<file path="src/rtl/core/keyword_token_counter_macros.svh">
// Assertion helpers for the keyword token counter.
// Both expect clk and rst_n in scope.
`ifndef KEYWORD_TOKEN_COUNTER_MACROS_SVH
`define KEYWORD_TOKEN_COUNTER_MACROS_SVH

// Consequent must hold in the same cycle.
`define KTC_ASSERT_NOW(label, ante, cons, msg) \
  label: assert property (@(posedge clk) disable iff (!rst_n) (ante) |-> (cons)) \
    else $error(msg);

// Consequent must hold in the next cycle.
`define KTC_ASSERT_NEXT(label, ante, cons, msg) \
  label: assert property (@(posedge clk) disable iff (!rst_n) (ante) |=> (cons)) \
    else $error(msg);

`endif

</file>
<file path="src/rtl/core/ktc_pkg.sv">
`timescale 1ns / 1ps
`default_nettype none

package ktc_pkg;

  localparam int NUM_ENTRIES_DEF  = 16;
  localparam int MAX_NAME_LEN_DEF = 16;
  localparam int COUNT_BITS_DEF   = 16;

  localparam int CFG_W     = 5;
  localparam int CHAR_W    = 8;
  localparam int ENTRY_W   = 4;
  localparam int POS_W     = 4;
  localparam int OUT_CNT_W = 16;
  // widest internal address and entry count over the parameter range
  localparam int ADDR_W_MAX = 6;
  localparam int USED_W_MAX = 7;

  localparam logic [CFG_W-1:0] ENTRIES_RESET = 5'd16;

  localparam logic       CMD_LOAD = 1'b0;
  localparam logic       CMD_TEXT = 1'b1;
  localparam logic [7:0] CHAR_EOD = 8'h00;
  localparam logic [7:0] CHAR_QM  = 8'h3F;
  localparam logic [7:0] CHAR_US  = 8'h5F;
  localparam logic [8:0] CASE_OFS = 9'd32;

  typedef struct packed {
    logic                command;
    logic [ENTRY_W-1:0]  entry;
    logic [POS_W-1:0]    position;
    logic [CHAR_W-1:0]   char_in;
  } ktc_in_t;

  typedef struct packed {
    logic [ENTRY_W-1:0]   entry_index;
    logic [OUT_CNT_W-1:0] count;
    logic                 last;
  } ktc_out_t;

  typedef struct packed {
    logic                  load_we;
    logic [ENTRY_W-1:0]    load_entry;
    logic [ADDR_W_MAX-1:0] load_addr;
    logic [CHAR_W-1:0]     load_char;
    logic [ADDR_W_MAX-1:0] rd_addr;
    logic                  step;
    logic                  tok_end;
    logic                  len_nz;
    logic                  at_max;
    logic [CHAR_W-1:0]     ch;
    logic [USED_W_MAX-1:0] used;
    logic                  shift;
    logic                  clear;
  } ktc_cell_ctrl_t;

  typedef enum logic [1:0] {
    ST_IDLE   = 2'b01,
    ST_REPORT = 2'b10
  } ktc_state_t;

  function automatic logic is_token_char(input logic [CHAR_W-1:0] c);
    is_token_char = (c >= 8'h61 && c <= 8'h7A) || (c >= 8'h41 && c <= 8'h5A) ||
                    c == CHAR_QM || c == CHAR_US;
  endfunction

endpackage

`default_nettype wire

</file>
<file path="src/rtl/core/ktc_ram.sv">
`timescale 1ns / 1ps
`default_nettype none

module ktc_ram #(
  parameter int WIDTH = 8,
  parameter int DEPTH = 16,
  localparam int AW = (DEPTH > 1) ? $clog2(DEPTH) : 1
) (
  input  wire logic             clk,
  input  wire logic             we,
  input  wire logic [AW-1:0]    waddr,
  input  wire logic [WIDTH-1:0] wdata,
  input  wire logic [AW-1:0]    raddr,
  output logic      [WIDTH-1:0] rdata_r
);

  logic [WIDTH-1:0] mem [DEPTH];

  always_ff @(posedge clk) begin
    if (we) begin
      mem[waddr] <= wdata;
    end
  end

  // write-first: a same-address write shows on the read port
  always_ff @(posedge clk) begin
    rdata_r <= (we && waddr == raddr) ? wdata : mem[raddr];
  end

endmodule

`default_nettype wire

</file>
<file path="src/rtl/core/ktc_cell.sv">
`timescale 1ns / 1ps
`default_nettype none

module ktc_cell #(
  parameter int IDX          = 0,
  parameter int MAX_NAME_LEN = 16,
  parameter int COUNT_BITS   = 16
) (
  input  wire logic                   clk,
  input  wire logic                   rst_n,
  input  wire ktc_pkg::ktc_cell_ctrl_t ctrl,
  input  wire logic [COUNT_BITS-1:0]  cnt_in,
  output logic      [COUNT_BITS-1:0]  cnt_out
);

  import ktc_pkg::*;

  localparam int AW = (MAX_NAME_LEN > 1) ? $clog2(MAX_NAME_LEN) : 1;
  localparam logic [COUNT_BITS-1:0] CNT_MAX = '1;

  logic                  alive_r, alive_nxt;
  logic [COUNT_BITS-1:0] cnt_r, cnt_nxt;
  logic [CHAR_W-1:0]     name_ch;
  logic                  we;
  logic                  char_ok;
  logic                  ends;
  logic                  in_use;

  assign we = ctrl.load_we &&
              (USED_W_MAX'(ctrl.load_entry) == USED_W_MAX'(IDX));

  ktc_ram #(
    .WIDTH (CHAR_W),
    .DEPTH (MAX_NAME_LEN)
  ) u_name (
    .clk     (clk),
    .we      (we),
    .waddr   (AW'(ctrl.load_addr)),
    .wdata   (ctrl.load_char),
    .raddr   (AW'(ctrl.rd_addr)),
    .rdata_r (name_ch)
  );

  assign char_ok = !ctrl.at_max && name_ch != CHAR_EOD &&
                   ({1'b0, name_ch} == {1'b0, ctrl.ch} ||
                    {1'b0, name_ch} == ({1'b0, ctrl.ch} + CASE_OFS));
  assign ends    = ctrl.at_max || name_ch == CHAR_EOD;
  assign in_use  = USED_W_MAX'(IDX) < ctrl.used;

  always_comb begin
    alive_nxt = alive_r;
    cnt_nxt   = cnt_r;
    if (ctrl.step) begin
      alive_nxt = alive_r && char_ok;
    end
    if (ctrl.tok_end) begin
      alive_nxt = 1'b1;
      if (ctrl.len_nz && alive_r && in_use && ends && cnt_r != CNT_MAX) begin
        cnt_nxt = cnt_r + 1'b1;
      end
    end
    if (ctrl.shift) begin
      cnt_nxt = cnt_in;
    end
    if (ctrl.clear) begin
      cnt_nxt = '0;
    end
  end

  always_ff @(posedge clk) begin
    if (!rst_n) begin
      alive_r <= 1'b1;
      cnt_r   <= '0;
    end else begin
      alive_r <= alive_nxt;
      cnt_r   <= cnt_nxt;
    end
  end

  assign cnt_out = cnt_r;

endmodule

`default_nettype wire

</file>
<file path="src/rtl/core/keyword_token_counter.sv">
// Load and text requests: one per cycle while idle, each taken by the cell row.
// End of document: the request starts the report, which registers the first count;
// then one count per cycle unless the output stalls, shifting down the cell row, one
// per entry in use (capped at the entry count); input is held off until the report ends.
// Reset (synchronous, rst_n low): counts zero, match flags set, token length zero,
// entries_in_use 16, output empty. Name characters stay undefined until loaded.
`timescale 1ns / 1ps
`default_nettype none

module keyword_token_counter #(
  parameter int NUM_ENTRIES  = ktc_pkg::NUM_ENTRIES_DEF,
  parameter int MAX_NAME_LEN = ktc_pkg::MAX_NAME_LEN_DEF,
  parameter int COUNT_BITS   = ktc_pkg::COUNT_BITS_DEF
) (
  input  wire logic                      clk,
  input  wire logic                      rst_n,
  input  wire logic                      in_valid,
  output logic                           in_ready,
  input  wire ktc_pkg::ktc_in_t          in_data,
  output logic                           out_valid,
  input  wire logic                      out_ready,
  output ktc_pkg::ktc_out_t              out_data,
  input  wire logic                      cfg_valid,
  output logic                           cfg_ready,
  input  wire logic [ktc_pkg::CFG_W-1:0] cfg_data
);

  import ktc_pkg::*;

  `include "keyword_token_counter_macros.svh"

  localparam int AW = (MAX_NAME_LEN > 1) ? $clog2(MAX_NAME_LEN) : 1;
  localparam int LW = $clog2(MAX_NAME_LEN + 1);
  localparam int IW = (NUM_ENTRIES > 1) ? $clog2(NUM_ENTRIES) : 1;
  localparam int UW = $clog2(NUM_ENTRIES + 1);

  ktc_state_t         state_r, state_nxt;
  logic [CFG_W-1:0]   cfg_r;
  logic [LW-1:0]      tok_len_r, tok_len_nxt;
  logic [IW-1:0]      rep_idx_r, rep_idx_nxt;
  logic               out_valid_r, out_valid_nxt;
  ktc_out_t           out_r, out_nxt;
  logic [UW-1:0]      used_eff;
  logic               acc, is_load, is_step, is_end, is_eod;
  logic               slot_free, rep_last, shift, clear;
  logic               load_ok;
  ktc_cell_ctrl_t     ctrl;
  logic [COUNT_BITS-1:0] cnt_chain [NUM_ENTRIES + 1];

  assign cfg_ready = 1'b1;
  assign in_ready  = (state_r == ST_IDLE);
  assign acc       = in_valid && in_ready;
  assign is_load   = acc && in_data.command == CMD_LOAD;
  assign is_step   = acc && in_data.command == CMD_TEXT && is_token_char(in_data.char_in);
  assign is_end    = acc && in_data.command == CMD_TEXT && !is_token_char(in_data.char_in);
  assign is_eod    = is_end && in_data.char_in == CHAR_EOD;

  // registers above the entry count act as the full count
  assign used_eff = (USED_W_MAX'(cfg_r) > USED_W_MAX'(NUM_ENTRIES)) ?
                    UW'(NUM_ENTRIES) : UW'(cfg_r);

  assign load_ok = (USED_W_MAX'(in_data.entry) < USED_W_MAX'(NUM_ENTRIES)) &&
                   (USED_W_MAX'(in_data.position) < USED_W_MAX'(MAX_NAME_LEN));

  always_comb begin
    tok_len_nxt = tok_len_r;
    if (is_step && tok_len_r != LW'(MAX_NAME_LEN)) begin
      tok_len_nxt = tok_len_r + 1'b1;
    end
    if (is_end) begin
      tok_len_nxt = '0;
    end
  end

  assign slot_free = !out_valid_r || out_ready;
  assign rep_last  = (UW'(rep_idx_r) + UW'(1)) == used_eff;

  always_comb begin
    state_nxt     = state_r;
    rep_idx_nxt   = rep_idx_r;
    out_valid_nxt = out_valid_r;
    out_nxt       = out_r;
    shift         = 1'b0;
    clear         = 1'b0;
    if (out_valid_r && out_ready) begin
      out_valid_nxt = 1'b0;
    end
    case (state_r)
      ST_IDLE: begin
        if (is_eod) begin
          rep_idx_nxt = '0;
          if (used_eff != '0) begin
            state_nxt = ST_REPORT;
          end else begin
            clear = 1'b1;
          end
        end
      end
      ST_REPORT: begin
        if (slot_free) begin
          out_valid_nxt       = 1'b1;
          out_nxt.entry_index = ENTRY_W'(rep_idx_r);
          out_nxt.count       = OUT_CNT_W'(cnt_chain[0]);
          out_nxt.last        = rep_last;
          shift               = 1'b1;
          rep_idx_nxt         = rep_idx_r + 1'b1;
          if (rep_last) begin
            // drop whatever the unreported cells still hold
            clear     = 1'b1;
            state_nxt = ST_IDLE;
          end
        end
      end
      default: begin
        state_nxt = ST_IDLE;
      end
    endcase
  end

  always_comb begin
    ctrl            = '0;
    ctrl.load_we    = is_load && load_ok;
    ctrl.load_entry = in_data.entry;
    ctrl.load_addr  = ADDR_W_MAX'(in_data.position);
    ctrl.load_char  = in_data.char_in;
    ctrl.rd_addr    = ADDR_W_MAX'(tok_len_nxt[AW-1:0]);
    ctrl.step       = is_step;
    ctrl.tok_end    = is_end;
    ctrl.len_nz     = tok_len_r != '0;
    ctrl.at_max     = tok_len_r == LW'(MAX_NAME_LEN);
    ctrl.ch         = in_data.char_in;
    ctrl.used       = USED_W_MAX'(used_eff);
    ctrl.shift      = shift;
    ctrl.clear      = clear;
  end

  assign cnt_chain[NUM_ENTRIES] = '0;

  for (genvar i = 0; i < NUM_ENTRIES; i++) begin : g_cell
    ktc_cell #(
      .IDX          (i),
      .MAX_NAME_LEN (MAX_NAME_LEN),
      .COUNT_BITS   (COUNT_BITS)
    ) u_cell (
      .clk     (clk),
      .rst_n   (rst_n),
      .ctrl    (ctrl),
      .cnt_in  (cnt_chain[i + 1]),
      .cnt_out (cnt_chain[i])
    );
  end

  always_ff @(posedge clk) begin
    if (!rst_n) begin
      state_r     <= ST_IDLE;
      cfg_r       <= ENTRIES_RESET;
      tok_len_r   <= '0;
      rep_idx_r   <= '0;
      out_valid_r <= 1'b0;
    end else begin
      state_r     <= state_nxt;
      tok_len_r   <= tok_len_nxt;
      rep_idx_r   <= rep_idx_nxt;
      out_valid_r <= out_valid_nxt;
      if (cfg_valid && cfg_ready) begin
        cfg_r <= cfg_data;
      end
    end
  end

  always_ff @(posedge clk) begin
    out_r <= out_nxt;
  end

  assign out_valid = out_valid_r;
  assign out_data  = out_r;

  `KTC_ASSERT_NEXT(a_eod_starts_report, is_eod && used_eff != '0, state_r == ST_REPORT, "report did not start")
  `KTC_ASSERT_NOW(a_rep_idx_range, state_r == ST_REPORT, UW'(rep_idx_r) < used_eff, "report index past entries in use")
  `KTC_ASSERT_NEXT(a_report_fills_slot, state_r == ST_REPORT && slot_free, out_valid_r, "free output slot not filled during report")

endmodule

`default_nettype wire
</file>
<file path="config.mk">
export PLATFORM = sky130hd
export DESIGN_NAME = keyword_token_counter
export DESIGN_NICKNAME = d
export VERILOG_FILES = /design/src/rtl/core/ktc_pkg.sv /design/src/rtl/core/ktc_ram.sv /design/src/rtl/core/ktc_cell.sv /design/src/rtl/core/keyword_token_counter.sv
export VERILOG_INCLUDE_DIRS = /design/src /design/src/rtl/core
export SDC_FILE = /design/constraint.sdc
export NUM_CORES = 2
export LEC_CHECK = 0
export BUFFER_PORTS_ARGS = -buffer_cell sky130_fd_sc_hd__buf_4
export CAP_MARGIN = 0
export CORE_MARGIN = 5
export CORE_UTILIZATION = 30
export CTS_BUF_LIST = sky130_fd_sc_hd__clkbuf_8
export DETAILED_ROUTE_END_ITERATION = 8
export SETUP_SLACK_MARGIN = 0.4
export SLEW_MARGIN = 40
export SYNTH_ARGS = -nofsm -noshare
export SYNTH_HDL_FRONTEND = slang
export SYNTH_SLANG_ARGS = --single-unit
</file>
<file path="constraint.sdc">
create_clock -name clk -period 9 [get_ports clk]
set_input_delay 1.8 -clock clk [delete_from_list [all_inputs] [get_ports clk]]
set_output_delay 1.8 -clock clk [all_outputs]
set_load 0.03 [all_outputs]
</file>
==> results.cfg <==
[grt]
antenna_found_initial = 12
grt_use_met2 = 0.245
grt_pass1_wl_um = 396000
grt_util_all_layers = 0.156
grt_pass1_vias = 56800
grt_overflow = 0
use_met1 = 0.210
busiest_layer = met2
grt_max_degree = 135
grtUsageMet3 = 0.0392

[yosys]
synth_area_leader_cell = edfxtp_1
synth_seq_cells = 2362
ys_seq_area_frac = 0.696
synth_edf_count = 2069
synth_top_area_share = 0.636
syn_area_um2 = 97700
yosysMostFrequentCell = edfxtp_1
avgSynthCellArea_um2 = 16.4
synth_nets = 6022
synth_common_cells = edfxtp_1 (2069), mux4_2 (498), nor2_1 (491)
yosysWarningCount = 0
synth_cell_types = 93
async_flop_share = 0
netlist_top_cells_area = edfxtp_1 (64%), mux4_2 (11%), dfxtp_1 (6.0%), xnor2_1 (2.3%), nor2_1 (1.9%)
synth_cells = 5972
synth_ff_type = edfxtp_1

[die]
dieArea_um2 = 337000
ios = 51
die_h_um = 581
start_util = 0.301
die_width_um = 581
coreArea_um2 = 324000
row_count = 209

[setup_path]
required_ns = 9.82
critPathCaptureType = flip-flop
critPathArrivalTime_ns = 6.11
crit_type = reg -> reg
crit_path_start_kind = flip-flop
crit_fanout = 97

[final_layout]
fillerInstances = 30900
layout-drive-gt1-share = 0.228
fin_nets = 6245
regArea_um2 = 68000
fin_cells = 10800
multi_input_area_um2 = 28500
final_util = 0.342
area_growth_pct = 13.5

[placement]
place_inst = 10100
place.gp.congestion = 0.824
portBuffers = 49
dpl.hpwl_um = 169000

[pwr]
vdd_drop_max_uv = 133
p_leak_nw = 33.3
powerDensity_nw_per_um2 = 200

[drt]
wl_per_cell_um = 25.1
viasPerCell = 5.20
ant_nets = 0
wl_um = 272000
drt-initial-drc-count = 5429
first_pass_iters = 5
vias = 56300
remaining_drc_errors = 0

[clock_network]
max-clock-path-buffers = 4
clock_latency_ns = 1.01
post_cts_resized = 0
cts_buffers = 375
post_cts_buffers = 0
postCtsHoldBufs = 0
clk_pin_slew_ns = 0.07
clockRootBuffer = clkbuf_8
cts_sinks = 2362
cts_tree = done
h-tree-depth = 5

[timing]
relSlewSlack = 0.374
setup_viol = 0
max_freq_mhz = 189
hold_viol = 0
final.period_utilization = 0.588
setup_tns_ns = 0
drv_slew = 0
grt_setup_unrepaired = no
fin_crit_ns = 5.29
worst_slew_pin_slew_ns = 0.939
finClkSkew_ns = 0.0924

[run_status]
status = finished clean

[worst_hold_path]
hp-start = g_cell[11].u_cell.cnt_out[7]$_SDFFE_PP0P_
hp-class = reg -> reg

[run]
drv_cap = 0
## final timing paths
kind,endpoint,slack (ns),cells after the start
worst max-delay path,g_cell[10].u_cell.cnt_out[9]$_SDFFE_PP0P_,3.71,11
worst min-delay path,g_cell[10].u_cell.cnt_out[7]$_SDFFE_PP0P_,0.48,2
worst max register to register,g_cell[10].u_cell.cnt_out[9]$_SDFFE_PP0P_,3.71,11
worst min register to register,g_cell[10].u_cell.cnt_out[7]$_SDFFE_PP0P_,0.48,2
## state kept, by name, indices dropped and copies added, names as in the netlist, named ones only
signal	count
cfg_r	5
g_cell.u_cell.alive_r	16
rep_idx_r	4
state_r	2
g_cell.u_cell.u_name.mem	2048
tok_len_r	5
out_valid	1
g_cell.u_cell.cnt_out	256
out_data	21
## report_power, final
group | total (W) | internal [W] | switching [W]
clock network | 0.00879 | 0.00452 | 0.00427
registers | 0.0121 | 0.0120 | 0.000125
logic | 0.00131 | 0.000436 | 0.000878
total | 0.0222 | 0.0169 | 0.00528
## cells in the final DEF (no fill, tap or decap), drive strengths merged, types with 36 or more instances in the layout
cell / synthesis / final
nor4: 76 / 76
o22ai: 46 / 46
nand4: 66 / 66
edfxtp: 2069 / 2069
xor2: 111 / 111
clkbuf: 182 / 402
a22oi: 60 / 60
dfxtp: 293 / 293
clkinv: 2 / 137
a211oi: 72 / 72
a21oi: 70 / 70
and3: 57 / 57
mux4: 498 / 498
nand3: 138 / 138
nor3: 105 / 105
xnor2: 251 / 251
mux2: 36 / 36
nand2: 418 / 418
mux2i: 128 / 128
buf: 156 / 182
o21ai: 230 / 230
inv: 53 / 174
nor2: 492 / 492
## per-stage QoR
| stage | worst slack, ns | area, µm² | total power (W) | hold slack (ns) |
|---|---|---|---|---|
| 6_report | 3.71 | 111000 | 0.0222 | 0.483 |
| 3_3_place_gp | 3.21 | 103000 | 0.0136 | 0.476 |
| 3_5_place_dp | 3.33 | 103000 | 0.0136 | 0.473 |
| 5_1_grt | 3.32 | 111000 | 0.0230 | 0.489 |
| 4_1_cts | 3.70 | 111000 | 0.0224 | 0.470 |
| 2_1_floorplan | 4.39 | 97700 | 0.0131 | 0.444 |
## cell type report
type                       count  share of cell area
clock inverter               278              0.0142
clock buffer                 400              0.0497
antenna                        6            0.000135
sequential                  2362               0.614
inverter                      55             0.00189
tap                         4325              0.0488
multi-input combinational   3217               0.257
timing repair buffer         184              0.0149
## metal layers
metal | vias up | routed length [µm]
met2 | 2448 | 126000
li1 | 24000 | -
met3 | 533 | 24100
met5 | - | 29
met1 | 29400 | 112000
met4 | 4 | 9760
## critical path: stages (launching register included)
cell,delay [ns]
dfxtp_4,0.81
buf_12,0.52
buf_4,0.54
mux4_2,0.56
a222oi_1,0.71
nand2_1,0.13
nor4_2,0.51
a21oi_1,0.30
buf_4,0.29
or3_1,0.38
xor2_1,0.15
o21ai_1,0.07
## cells by family (layout without fill, tap and decap cells)
logic type | after synthesis | count (layout) | synth area share
flops | 2362 | 2362 | 0.696
simple gates | 1514 | 1514 | 0.0724
buf+inv | 393 | 917 | 0.0198
other cells | 1 | 7 | 0.0000384
compound gates | 655 | 655 | 0.0442
mux | 662 | 662 | 0.132
fa+ha+maj | 23 | 23 | 0.00295
xor+xnor | 362 | 362 | 0.0325
(Power assumes the default switching activity.)
